==> src/sv/assert_macros.svh <==
// ---------------------------------------------------------------------------
// assert_macros.svh
// Concurrent assertion macros shared by the date shifter RTL.
// ---------------------------------------------------------------------------
`ifndef ASSERT_MACROS_SVH
`define ASSERT_MACROS_SVH

`ifndef SYNTH

// Check a property on every rising clk edge outside reset.
`define CDA_ASSERT(label, prop, msg) \
    label: assert property (@(posedge clk) disable iff (!rst_n) (prop)) else $error(msg);

// Check that a condition never holds on a rising clk edge outside reset.
`define CDA_NEVER(label, expr, msg) \
    label: assert property (@(posedge clk) disable iff (!rst_n) !(expr)) else $error(msg);

`else

`define CDA_ASSERT(label, prop, msg)
`define CDA_NEVER(label, expr, msg)

`endif

`endif

==> src/sv/cda_pkg.sv <==
// ---------------------------------------------------------------------------
// cda_pkg
// Widths, calendar constants and helper functions for the date shifter.
// ---------------------------------------------------------------------------
package cda_pkg;

    // Field widths of the words on both channels
    localparam int DAY_OFFSET_BITS = 17;
    localparam int YEAR_BITS       = 14;
    localparam int MONTH_BITS      = 4;
    localparam int DAY_BITS        = 5;
    localparam int ADD_YEAR_BITS   = 15;
    localparam int ADD_MONTH_BITS  = 11;

    // Working year: start plus offsets plus whole 400-year cycles of the day offset
    localparam int YEAR_W = (DAY_OFFSET_BITS > 26) ? DAY_OFFSET_BITS - 8 : 18;
    // Working day: offset plus a clamped day, and room for the cycle length
    localparam int DAY_W  = (DAY_OFFSET_BITS + 1 > 20) ? DAY_OFFSET_BITS + 1 : 20;

    // Calendar constants
    localparam int CYCLE_DAYS  = 146097;
    localparam int CYCLE_YEARS = 400;
    localparam int YEAR_MAX    = 9999;

    localparam logic [MONTH_BITS-1:0] MONTH_JAN = 4'd1;
    localparam logic [MONTH_BITS-1:0] MONTH_FEB = 4'd2;
    localparam logic [MONTH_BITS-1:0] MONTH_APR = 4'd4;
    localparam logic [MONTH_BITS-1:0] MONTH_JUN = 4'd6;
    localparam logic [MONTH_BITS-1:0] MONTH_SEP = 4'd9;
    localparam logic [MONTH_BITS-1:0] MONTH_NOV = 4'd11;
    localparam logic [MONTH_BITS-1:0] MONTH_DEC = 4'd12;

    // Month normalization: t + 12*Q_BIAS is never negative, so
    // floor(t / 12) = floor((t + 12*Q_BIAS) / 12) - Q_BIAS.
    localparam int MONTH_SPAN = 12;
    localparam int Q_BIAS     = 87;
    // start_month + add_months - 1 + 12*Q_BIAS
    localparam int T_BIAS     = MONTH_SPAN * Q_BIAS - 1;
    localparam int T_W        = 12;
    localparam int Q_W        = 8;
    // floor(x / 12) = (x * RECIP12) >> RECIP_SHIFT for every x below 2^T_W/2
    localparam int RECIP_SHIFT = 16;
    localparam logic [12:0] RECIP12 = 13'(((1 << RECIP_SHIFT) + MONTH_SPAN - 1) / MONTH_SPAN);

    // Inverse of an odd constant modulo 2^64 by Newton steps
    function automatic logic [63:0] odd_inverse(input logic [63:0] d);
        logic [63:0] x;
        x = d;
        for (int i = 0; i < 5; i++) begin
            x = x * (64'd2 - d * x);
        end
        return x;
    endfunction

    // Divisibility by 25: n * INV25 (mod 2^YEAR_W) stays at or below DIV25_MAX
    localparam logic [YEAR_W-1:0] INV25     = YEAR_W'(odd_inverse(64'd25));
    localparam logic [YEAR_W-1:0] DIV25_MAX = YEAR_W'(((64'd1 << YEAR_W) - 64'd1) / 64'd25);

    // Length of a month, given whether its year is a leap year
    function automatic logic [DAY_BITS-1:0] days_in(input logic leap,
                                                    input logic [MONTH_BITS-1:0] month);
        logic [DAY_BITS-1:0] len;
        if (month == MONTH_FEB) begin
            len = leap ? 5'd29 : 5'd28;
        end
        else if (month inside {MONTH_APR, MONTH_JUN, MONTH_SEP, MONTH_NOV}) begin
            len = 5'd30;
        end
        else begin
            len = 5'd31;
        end
        return len;
    endfunction

endpackage

==> src/sv/cda_in_if.sv <==
// ---------------------------------------------------------------------------
// cda_in_if
// Request channel: a start date and signed year, month and day offsets.
// ---------------------------------------------------------------------------
interface cda_in_if import cda_pkg::*; ();

    logic                              valid;
    logic                              ready;
    logic        [YEAR_BITS-1:0]       start_year;
    logic        [MONTH_BITS-1:0]      start_month;
    logic        [DAY_BITS-1:0]        start_day;
    logic signed [ADD_YEAR_BITS-1:0]   add_years;
    logic signed [ADD_MONTH_BITS-1:0]  add_months;
    logic signed [DAY_OFFSET_BITS-1:0] add_days;

    modport source (
        output valid, start_year, start_month, start_day, add_years, add_months, add_days,
        input  ready
    );

    modport sink (
        input  valid, start_year, start_month, start_day, add_years, add_months, add_days,
        output ready
    );

endinterface

==> src/sv/cda_out_if.sv <==
// ---------------------------------------------------------------------------
// cda_out_if
// Result channel: the shifted date and the year range flag.
// ---------------------------------------------------------------------------
interface cda_out_if import cda_pkg::*; ();

    logic                  valid;
    logic                  ready;
    logic [YEAR_BITS-1:0]  result_year;
    logic [MONTH_BITS-1:0] result_month;
    logic [DAY_BITS-1:0]   result_day;
    logic                  out_of_range;

    modport source (
        output valid, result_year, result_month, result_day, out_of_range,
        input  ready
    );

    modport sink (
        input  valid, result_year, result_month, result_day, out_of_range,
        output ready
    );

endinterface

==> src/sv/calendar_date_add.sv <==
// ---------------------------------------------------------------------------
// calendar_date_add
// Gregorian date shifter: adds years and months, clamps the day, then walks
// the day offset month by month.
// ---------------------------------------------------------------------------
// Takes one request word at a time and returns one result word for it. The
// work runs in a small sequencer around one day adder and one year adder:
// load, month normalize (reciprocal multiply by 1/12), leap update, clamp,
// add the day offset, strip whole 400-year cycles of 146097 days, then one
// month per step. Walking backward, each month needs a step and an add; at
// each year boundary the leap flag is recomputed in an extra leap update.
// The request side is ready only while the sequencer is idle; the result
// sits in an output register, so a new request is taken while the last
// result still waits. A year that ends above 9999 gives 9999-12-31, below 1
// gives 0001-01-01, both with out_of_range set.
// ---------------------------------------------------------------------------
`include "assert_macros.svh"

module calendar_date_add import cda_pkg::*; (
    input  logic        clk,
    input  logic        rst_n,
    cda_in_if.sink      dates,
    cda_out_if.source   shifted
);

    // Sequencer states
    localparam logic [3:0] S_IDLE     = 4'd0;
    localparam logic [3:0] S_DIV      = 4'd1;
    localparam logic [3:0] S_MON      = 4'd2;
    localparam logic [3:0] S_LEAP     = 4'd3;
    localparam logic [3:0] S_CLAMP    = 4'd4;
    localparam logic [3:0] S_ADD      = 4'd5;
    localparam logic [3:0] S_CYC      = 4'd6;
    localparam logic [3:0] S_STEP     = 4'd7;
    localparam logic [3:0] S_BACK_ADD = 4'd8;
    localparam logic [3:0] S_FIN      = 4'd9;

    localparam logic signed [DAY_W-1:0]  CYCLE_POS = DAY_W'(CYCLE_DAYS);
    localparam logic signed [DAY_W-1:0]  CYCLE_NEG = -DAY_W'(CYCLE_DAYS);
    localparam logic signed [YEAR_W-1:0] YEARS_POS = YEAR_W'(CYCLE_YEARS);
    localparam logic signed [YEAR_W-1:0] YEARS_NEG = -YEAR_W'(CYCLE_YEARS);
    localparam logic signed [YEAR_W-1:0] YEAR_ONE  = YEAR_W'(1);
    localparam logic signed [YEAR_W-1:0] YEAR_TOP  = YEAR_W'(YEAR_MAX);

    logic        [3:0]                 state_reg, state_next;
    logic        [3:0]                 ret_reg, ret_next;
    logic signed [YEAR_W-1:0]          year_reg, year_next;
    logic        [MONTH_BITS-1:0]      month_reg, month_next;
    logic signed [DAY_W-1:0]           day_reg, day_next;
    logic signed [DAY_OFFSET_BITS-1:0] dd_reg, dd_next;
    logic        [T_W-1:0]             t_reg, t_next;
    logic        [Q_W-1:0]             q_reg, q_next;
    logic                              leap_reg, leap_next;

    logic                              out_valid_reg, out_valid_next;
    logic        [YEAR_BITS-1:0]       res_year_reg, res_year_next;
    logic        [MONTH_BITS-1:0]      res_month_reg, res_month_next;
    logic        [DAY_BITS-1:0]        res_day_reg, res_day_next;
    logic                              res_flag_reg, res_flag_next;

    // Shared arithmetic
    logic signed [DAY_W-1:0]           day_opd;
    logic signed [DAY_W-1:0]           day_sum;
    logic signed [YEAR_W-1:0]          year_opd;
    logic signed [YEAR_W-1:0]          year_sum;
    logic        [DAY_BITS-1:0]        len;
    logic signed [DAY_W-1:0]           len_s;
    logic                              dd_pos;
    logic                              dd_neg;
    logic                              day_pos;
    logic        [24:0]                div_prod;
    logic        [T_W-1:0]             q_times12;
    logic        [T_W-1:0]             t_rem;
    logic signed [Q_W:0]               q_off;
    logic        [YEAR_W-1:0]          year_abs;
    logic        [YEAR_W-1:0]          mul25;
    logic                              leap_calc;
    logic signed [12:0]                t_load;
    logic                              accept;
    logic                              out_free;

    assign accept   = dates.valid && dates.ready;
    assign out_free = !out_valid_reg || shifted.ready;

    assign dates.ready          = (state_reg == S_IDLE);
    assign shifted.valid        = out_valid_reg;
    assign shifted.result_year  = res_year_reg;
    assign shifted.result_month = res_month_reg;
    assign shifted.result_day   = res_day_reg;
    assign shifted.out_of_range = res_flag_reg;

    // Month length of the current year and month
    assign len     = days_in(leap_reg, month_reg);
    assign len_s   = DAY_W'($signed({1'b0, len}));
    assign dd_neg  = dd_reg[DAY_OFFSET_BITS-1];
    assign dd_pos  = !dd_neg && (dd_reg != '0);
    assign day_pos = !day_reg[DAY_W-1] && (day_reg != '0);

    // Month normalization by reciprocal multiply
    assign t_load    = 13'($signed({1'b0, dates.start_month})) + 13'(dates.add_months)
                     + 13'(T_BIAS);
    assign div_prod  = 25'(t_reg) * 25'(RECIP12);
    assign q_times12 = {1'b0, q_reg, 3'b000} + {2'b00, q_reg, 2'b00};
    assign t_rem     = t_reg - q_times12;
    assign q_off     = $signed({1'b0, q_reg}) - $signed((Q_W + 1)'(Q_BIAS));

    // Leap rule on |year|: divisible by 25 and 16, or not by 25 and by 4
    assign year_abs  = year_reg[YEAR_W-1] ? unsigned'(-year_reg) : unsigned'(year_reg);
    assign mul25     = year_abs * INV25;
    assign leap_calc = (mul25 <= DIV25_MAX) ? (year_abs[3:0] == 4'd0)
                                            : (year_abs[1:0] == 2'd0);

    // Pick the day and year operands for this step
    always_comb
    begin
        day_opd  = '0;
        year_opd = '0;
        case (state_reg)
            S_ADD:
            begin
                day_opd = DAY_W'(dd_reg);
            end
            S_CYC:
            begin
                if (day_reg > CYCLE_POS)
                begin
                    day_opd  = CYCLE_NEG;
                    year_opd = YEARS_POS;
                end
                else
                begin
                    day_opd  = CYCLE_POS;
                    year_opd = YEARS_NEG;
                end
            end
            S_STEP:
            begin
                day_opd  = -len_s;
                year_opd = dd_neg ? -YEAR_ONE : YEAR_ONE;
            end
            S_BACK_ADD:
            begin
                day_opd = len_s;
            end
            S_MON:
            begin
                year_opd = YEAR_W'(q_off);
            end
            default:
            begin
                day_opd  = '0;
                year_opd = '0;
            end
        endcase
    end

    assign day_sum  = day_reg + day_opd;
    assign year_sum = year_reg + year_opd;

    // Sequencer
    always_comb
    begin
        state_next     = state_reg;
        ret_next       = ret_reg;
        year_next      = year_reg;
        month_next     = month_reg;
        day_next       = day_reg;
        dd_next        = dd_reg;
        t_next         = t_reg;
        q_next         = q_reg;
        leap_next      = leap_reg;
        out_valid_next = out_valid_reg && !shifted.ready;
        res_year_next  = res_year_reg;
        res_month_next = res_month_reg;
        res_day_next   = res_day_reg;
        res_flag_next  = res_flag_reg;

        case (state_reg)
            S_IDLE:
            begin
                // Load a request word; day zero counts as day one
                if (accept)
                begin
                    year_next  = YEAR_W'($signed({1'b0, dates.start_year}))
                               + YEAR_W'(dates.add_years);
                    t_next     = t_load[T_W-1:0];
                    day_next   = (dates.start_day == '0) ? DAY_W'(1)
                                                         : DAY_W'({1'b0, dates.start_day});
                    dd_next    = dates.add_days;
                    state_next = S_DIV;
                end
            end
            S_DIV:
            begin
                q_next     = div_prod[RECIP_SHIFT +: Q_W];
                state_next = S_MON;
            end
            S_MON:
            begin
                month_next = t_rem[MONTH_BITS-1:0] + 4'd1;
                year_next  = year_sum;
                ret_next   = S_CLAMP;
                state_next = S_LEAP;
            end
            S_LEAP:
            begin
                leap_next  = leap_calc;
                state_next = ret_reg;
            end
            S_CLAMP:
            begin
                if (day_reg > len_s)
                begin
                    day_next = len_s;
                end
                state_next = S_ADD;
            end
            S_ADD:
            begin
                day_next   = day_sum;
                state_next = S_CYC;
            end
            S_CYC:
            begin
                // Strip whole 400-year cycles; the leap flag is unchanged
                if ((day_reg > CYCLE_POS) || (day_reg <= CYCLE_NEG))
                begin
                    day_next  = day_sum;
                    year_next = year_sum;
                end
                else
                begin
                    state_next = S_STEP;
                end
            end
            S_STEP:
            begin
                if (dd_pos)
                begin
                    // Advance one month while the day overruns it
                    if (day_reg <= len_s)
                    begin
                        state_next = S_FIN;
                    end
                    else
                    begin
                        day_next = day_sum;
                        if (month_reg == MONTH_DEC)
                        begin
                            month_next = MONTH_JAN;
                            year_next  = year_sum;
                            ret_next   = S_STEP;
                            state_next = S_LEAP;
                        end
                        else
                        begin
                            month_next = month_reg + 4'd1;
                        end
                    end
                end
                else if (dd_neg)
                begin
                    // Back up one month while the day is not positive
                    if (day_pos)
                    begin
                        state_next = S_FIN;
                    end
                    else if (month_reg == MONTH_JAN)
                    begin
                        month_next = MONTH_DEC;
                        year_next  = year_sum;
                        ret_next   = S_BACK_ADD;
                        state_next = S_LEAP;
                    end
                    else
                    begin
                        month_next = month_reg - 4'd1;
                        state_next = S_BACK_ADD;
                    end
                end
                else
                begin
                    state_next = S_FIN;
                end
            end
            S_BACK_ADD:
            begin
                day_next   = day_sum;
                state_next = S_STEP;
            end
            S_FIN:
            begin
                // Hand the word over once the output register is free
                if (out_free)
                begin
                    out_valid_next = 1'b1;
                    if (year_reg > YEAR_TOP)
                    begin
                        res_year_next  = YEAR_BITS'(YEAR_MAX);
                        res_month_next = MONTH_DEC;
                        res_day_next   = 5'd31;
                        res_flag_next  = 1'b1;
                    end
                    else if (year_reg < YEAR_ONE)
                    begin
                        res_year_next  = YEAR_BITS'(1);
                        res_month_next = MONTH_JAN;
                        res_day_next   = 5'd1;
                        res_flag_next  = 1'b1;
                    end
                    else
                    begin
                        res_year_next  = year_reg[YEAR_BITS-1:0];
                        res_month_next = month_reg;
                        res_day_next   = day_reg[DAY_BITS-1:0];
                        res_flag_next  = 1'b0;
                    end
                    state_next = S_IDLE;
                end
            end
            default:
            begin
                state_next = S_IDLE;
            end
        endcase
    end

    // Control registers
    always_ff @(posedge clk or negedge rst_n)
    begin
        if (!rst_n)
        begin
            state_reg     <= S_IDLE;
            ret_reg       <= S_IDLE;
            out_valid_reg <= 1'b0;
        end
        else
        begin
            state_reg     <= state_next;
            ret_reg       <= ret_next;
            out_valid_reg <= out_valid_next;
        end
    end

    // Datapath and result registers
    always_ff @(posedge clk)
    begin
        year_reg      <= year_next;
        month_reg     <= month_next;
        day_reg       <= day_next;
        dd_reg        <= dd_next;
        t_reg         <= t_next;
        q_reg         <= q_next;
        leap_reg      <= leap_next;
        res_year_reg  <= res_year_next;
        res_month_reg <= res_month_next;
        res_day_reg   <= res_day_next;
        res_flag_reg  <= res_flag_next;
    end

    `CDA_ASSERT(a_accept_starts, accept |=> (state_reg == S_DIV), "accepted word did not start the divide step")
    `CDA_NEVER(a_month_legal, ((state_reg == S_STEP) || (state_reg == S_FIN) || (state_reg == S_CLAMP)) && ((month_reg == 4'd0) || (month_reg > MONTH_DEC)), "month left 1..12 after normalization")
    `CDA_ASSERT(a_day_settled, (state_reg == S_FIN) |-> (day_pos && (day_reg <= DAY_W'(31))), "final day outside 1..31")
    `CDA_ASSERT(a_result_legal, (shifted.valid && !shifted.out_of_range) |-> ((shifted.result_month != 4'd0) && (shifted.result_month <= MONTH_DEC) && (shifted.result_day != 5'd0) && (shifted.result_year != 14'd0)), "in-range result has an illegal date")

endmodule

==> src/flat_wrapper.sv <==
// flat-port wrapper written by rule: the top's interface ports become plain ports
module calendar_date_add_flat import cda_pkg::*;
  (clk, rst_n, dates_valid, dates_start_year, dates_start_month, dates_start_day, dates_add_years, dates_add_months, dates_add_days, dates_ready, shifted_valid, shifted_result_year, shifted_result_month, shifted_result_day, shifted_out_of_range, shifted_ready);
  cda_in_if dates_i ();
  cda_out_if shifted_i ();
  input  logic clk;
  input  logic rst_n;
  input wire logic [$bits(dates_i.valid)-1:0] dates_valid;
  input wire logic [$bits(dates_i.start_year)-1:0] dates_start_year;
  input wire logic [$bits(dates_i.start_month)-1:0] dates_start_month;
  input wire logic [$bits(dates_i.start_day)-1:0] dates_start_day;
  input wire logic [$bits(dates_i.add_years)-1:0] dates_add_years;
  input wire logic [$bits(dates_i.add_months)-1:0] dates_add_months;
  input wire logic [$bits(dates_i.add_days)-1:0] dates_add_days;
  output wire logic [$bits(dates_i.ready)-1:0] dates_ready;
  output wire logic [$bits(shifted_i.valid)-1:0] shifted_valid;
  output wire logic [$bits(shifted_i.result_year)-1:0] shifted_result_year;
  output wire logic [$bits(shifted_i.result_month)-1:0] shifted_result_month;
  output wire logic [$bits(shifted_i.result_day)-1:0] shifted_result_day;
  output wire logic [$bits(shifted_i.out_of_range)-1:0] shifted_out_of_range;
  input wire logic [$bits(shifted_i.ready)-1:0] shifted_ready;
  assign dates_i.valid = dates_valid;
  assign dates_i.start_year = dates_start_year;
  assign dates_i.start_month = dates_start_month;
  assign dates_i.start_day = dates_start_day;
  assign dates_i.add_years = dates_add_years;
  assign dates_i.add_months = dates_add_months;
  assign dates_i.add_days = dates_add_days;
  assign dates_ready = dates_i.ready;
  assign shifted_valid = shifted_i.valid;
  assign shifted_result_year = shifted_i.result_year;
  assign shifted_result_month = shifted_i.result_month;
  assign shifted_result_day = shifted_i.result_day;
  assign shifted_out_of_range = shifted_i.out_of_range;
  assign shifted_i.ready = shifted_ready;
  calendar_date_add u_core (.clk(clk), .rst_n(rst_n), .dates(dates_i), .shifted(shifted_i));
endmodule
==> config.mk <==
export PLATFORM = sky130hd
export DESIGN_NAME = calendar_date_add_flat
export DESIGN_NICKNAME = d
export VERILOG_FILES = /design/src/sv/cda_pkg.sv /design/src/sv/cda_in_if.sv /design/src/sv/cda_out_if.sv /design/src/sv/calendar_date_add.sv /design/src/flat_wrapper.sv
export VERILOG_INCLUDE_DIRS = /design/src /design/src/sv
export SDC_FILE = /design/constraint.sdc
export NUM_CORES = 1
export LEC_CHECK = 0
export BUFFER_PORTS_ARGS = -buffer_cell sky130_fd_sc_hd__buf_2
export CELL_PAD_IN_SITES_DETAIL_PLACEMENT = 1
export CELL_PAD_IN_SITES_GLOBAL_PLACEMENT = 1
export CORE_ASPECT_RATIO = 1.1
export CORE_MARGIN = 2
export CORE_UTILIZATION = 45
export CTS_BUF_LIST = sky130_fd_sc_hd__clkbuf_8
export DETAILED_ROUTE_END_ITERATION = 10
export GPL_TIMING_DRIVEN = 0
export PLACE_DENSITY_LB_ADDON = 0.1
export SYNTH_ARGS = -nofsm -noshare
export SYNTH_HDL_FRONTEND = slang
export SYNTH_SLANG_ARGS = --single-unit
==> constraint.sdc <==
create_clock -name clk -period 6 [get_ports clk]
set_clock_uncertainty 0.15 [all_clocks]
set_input_delay 1.2 -clock clk [delete_from_list [all_inputs] [get_ports clk]]
set_output_delay 1.2 -clock clk [all_outputs]
set_load 0.03 [all_outputs]
==> results_dict.tcl <==
set metrics [dict create \
    status "finished with violations" \
    violations "negative setup slack" \
    grt_pass1_wl_um 55950 \
    pre_cts_ws_ps -1217 \
    dieWidth_um 165.5 \
    synth-simple-area-share 0.1233 \
    synth-seq-cells 112 \
    largest_reg_flops 20 \
    hpwlAfterDp_um 28120 \
    r2r-end "u_core.leap_reg" \
    dp_cells 1827 \
    cp_data_arrival_time_ps 6020 \
    clockBufferDepth 2 \
    drtIter0Drc 360 \
    worstHoldPathCells 1 \
    cts_tree "yes" \
    coreArea_sq_um 28460 \
    synth_nets 1718 \
    end_kind "flop" \
    synthCells 1358 \
    r2r_setup_slack_ps -30 \
    hp-class "flop to flop" \
    antenna_found_initial 0 \
    drt_pass1_iterations 4 \
    ys_top_cells_by_area "edfxtp_1 24%, ha_1 21%, fa_1 11%" \
    drv_cap 0 \
    synth_xor_area_frac 0.07297 \
    finalHoldViolations 0 \
    hold_end "u_core.ret_reg[2]" \
    worst_pin_slew_ps 1217 \
    dieArea_sq_um 30060 \
    synthFlopType "edfxtp_1" \
    synth-compound-area-share 0.1535 \
    final_nets 1862 \
    post_drt_via_cell_ratio 5.549 \
    grt.total_usage 0.2357 \
    period_share 1.006 \
    stdcell_count 1875 \
    rsz0062_at_grt "yes" \
    yosysTopAreaCell "edfxtp_1" \
    yosysWarnings 0 \
    avgSynthCellArea_sq_um 9.507 \
    yosysSeqAreaShare 0.2574 \
    period_needed_ps 6034 \
    wl_um 34260 \
    setup_ws_ps -34.49 \
    ys_types 75 \
    grt_pass1_vias 11210 \
    io_buffers 95 \
    cts.sinks 112 \
    io_pins 96 \
    synth_edf_count 104 \
    die_h_um 181.7 \
    num_rows 65 \
    initial_core_util 0.4536 \
    place.gp.congestion 0.8651 \
    critPathKind "flop to flop" \
    r2r_cells 19 \
    clk_pin_slew_ps 120 \
    h-tree-depth 3 \
    vias 10400 \
    synth_top_area_share 0.2419 \
    antennaDiodeCount 0 \
    ctsHoldBuffers 0 \
    nFillCells 3386 \
    synth_fa_ha_area_frac 0.3212 \
    slew_violations 0 \
    path_max_fanout 6 \
    min_from "u_core.ret_reg[2]" \
    worstReg2RegStart "u_core.year_reg[2]" \
    synthToLayoutAreaGrowth_pct 12.86 \
    synth_mux_area_frac 0.005718 \
    drive_gt1_frac 0.1347 \
    cts-buffers-inserted 9 \
    cts_root_buf "clkbuf_8" \
    post-route-drc-count 0 \
    grt_max_degree 30 \
    setup_violations 1 \
    critPathRequiredTime_ps 5990 \
    avgRoutedWirePerCell_um 18.27 \
    max_slew_margin 0.1826 \
    cp-start-kind "flop" \
    ant_nets 0 \
    synthArstFlopShare 0.07143 \
    gr-total-overflow 0 \
    clock.fmax_mhz 165.7 \
    synth_area_sq_um 12910 \
    synth_top_family_by_area "adder cells" \
    insertion_delay_ps 410 \
]
## layout make-up
type                            instances  area, sq um  area share
Buffer                                 19        76.32    0.005238
Clock buffer                            9        123.9    0.008501
Clock inverter                          7        66.31    0.004551
Inverter                              208        780.7     0.05358
Multi-Input combinational cell       1019         8969      0.6155
Sequential cell                       112         3323      0.2281
Tap cell                              368        460.4     0.03160
Timing Repair Buffer                  133        772.0     0.05298
## synthesized netlist by cell type (21+ instances only)
master,count
a21oi_1,67
nor3_1,31
nand3_1,21
fa_1,69
xor2_1,31
nor2_1,102
a21o_1,38
o21ai_0,50
edfxtp_1,104
xnor2_1,74
ha_1,221
nand2_1,67
inv_1,206
## cells by family (layout without fill, tap and decap cells)
| kind of cell | count (synthesis) | after routing |
|---|---|---|
| adder cells (fa/ha/maj) | 290 | 290 |
| buffers and inverters | 227 | 376 |
| XOR/XNOR | 106 | 106 |
| AO/OA/AOI/OAI | 294 | 294 |
| AND/OR/NAND/NOR | 322 | 322 |
| multiplexers | 7 | 7 |
| flip-flops | 112 | 112 |
## per-stage QoR
step                hold slack (ps)  utilization  setup TNS (ps)  instance area (sq um)
CTS                           385.7       0.5093               0                  14500
global placement              340.7       0.4865          -23880                  13850
global route                  396.8       0.5119          -299.7                  14570
detailed placement            350.4       0.4890           -1217                  13920
finish                        380.2       0.5119          -34.49                  14570
floorplan                     301.8            -               0                  12910
## layout by cell type (no fill, tap or decap), types with 13 or more instances in the layout
| cell type | n |
|---|---|
| ha_1 | 219 |
| inv_1 | 204 |
| edfxtp_1 | 104 |
| nor2_1 | 101 |
| buf_2 | 95 |
| fa_1 | 69 |
| a21oi_1 | 67 |
| nand2_1 | 66 |
| xnor2_1 | 64 |
| o21ai_0 | 47 |
| a21o_1 | 38 |
| buf_4 | 37 |
| nor3_1 | 31 |
| xor2_1 | 31 |
| nand3_1 | 20 |
| clkbuf_1 | 16 |
| nand2b_1 | 16 |
| and3_1 | 15 |
| a211oi_1 | 14 |
| o21a_1 | 13 |
| o211ai_1 | 13 |
## worst max path at each step
stage	start	to	cells past startpoint
2_1_floorplan	u_core.year_reg[17]	u_core.leap_reg	19
3_3_place_gp	u_core.year_reg[17]	u_core.leap_reg	19
3_5_place_dp	u_core.year_reg[17]	u_core.leap_reg	19
4_1_cts	u_core.year_reg[6]	u_core.leap_reg	19
5_1_grt	u_core.year_reg[2]	u_core.leap_reg	22
6_report	u_core.year_reg[2]	u_core.leap_reg	19
## critical path: stages (launching register included)
cell and delay [ps]:
edfxtp_1 460, buf_4 180, or4_4 550, o21ai_4 160, xnor2_2 170, ha_1 290
ha_1 290, inv_1 70, fa_1 430, fa_1 550, fa_1 450, fa_1 530
inv_1 80, ha_4 260, nor2b_1 150, nor3_1 170, a31oi_1 70, o31a_1 320
o41ai_4 280, o31ai_2 160
## routing by layer
| metal | track usage | wire length [um] | vias up | share of wire |
|---|---|---|---|---|
| met5 | 0 | 0 | - | 0 |
| met3 | 0.02261 | 941 | 40 | 0.027 |
| met2 | 0.4445 | 18230 | 151 | 0.53 |
| met4 | 0.06414 | 702 | 0 | 0.020 |
| li1 | - | - | 5078 | - |
| met1 | 0.2812 | 14380 | 5135 | 0.42 |
## repair_timing
item | 4_1_cts | 5_1_grt
pin swaps | 12 | 3
endpoints found under the hold margin | 0 | 0
setup buffers | 27 | 5
gates resized for setup | 33 | 7
setup endpoints to repair | 1 | 1
Power is not shown: default switching activity piles up to over one toggle a cycle in this logic, so the estimate is an artifact.
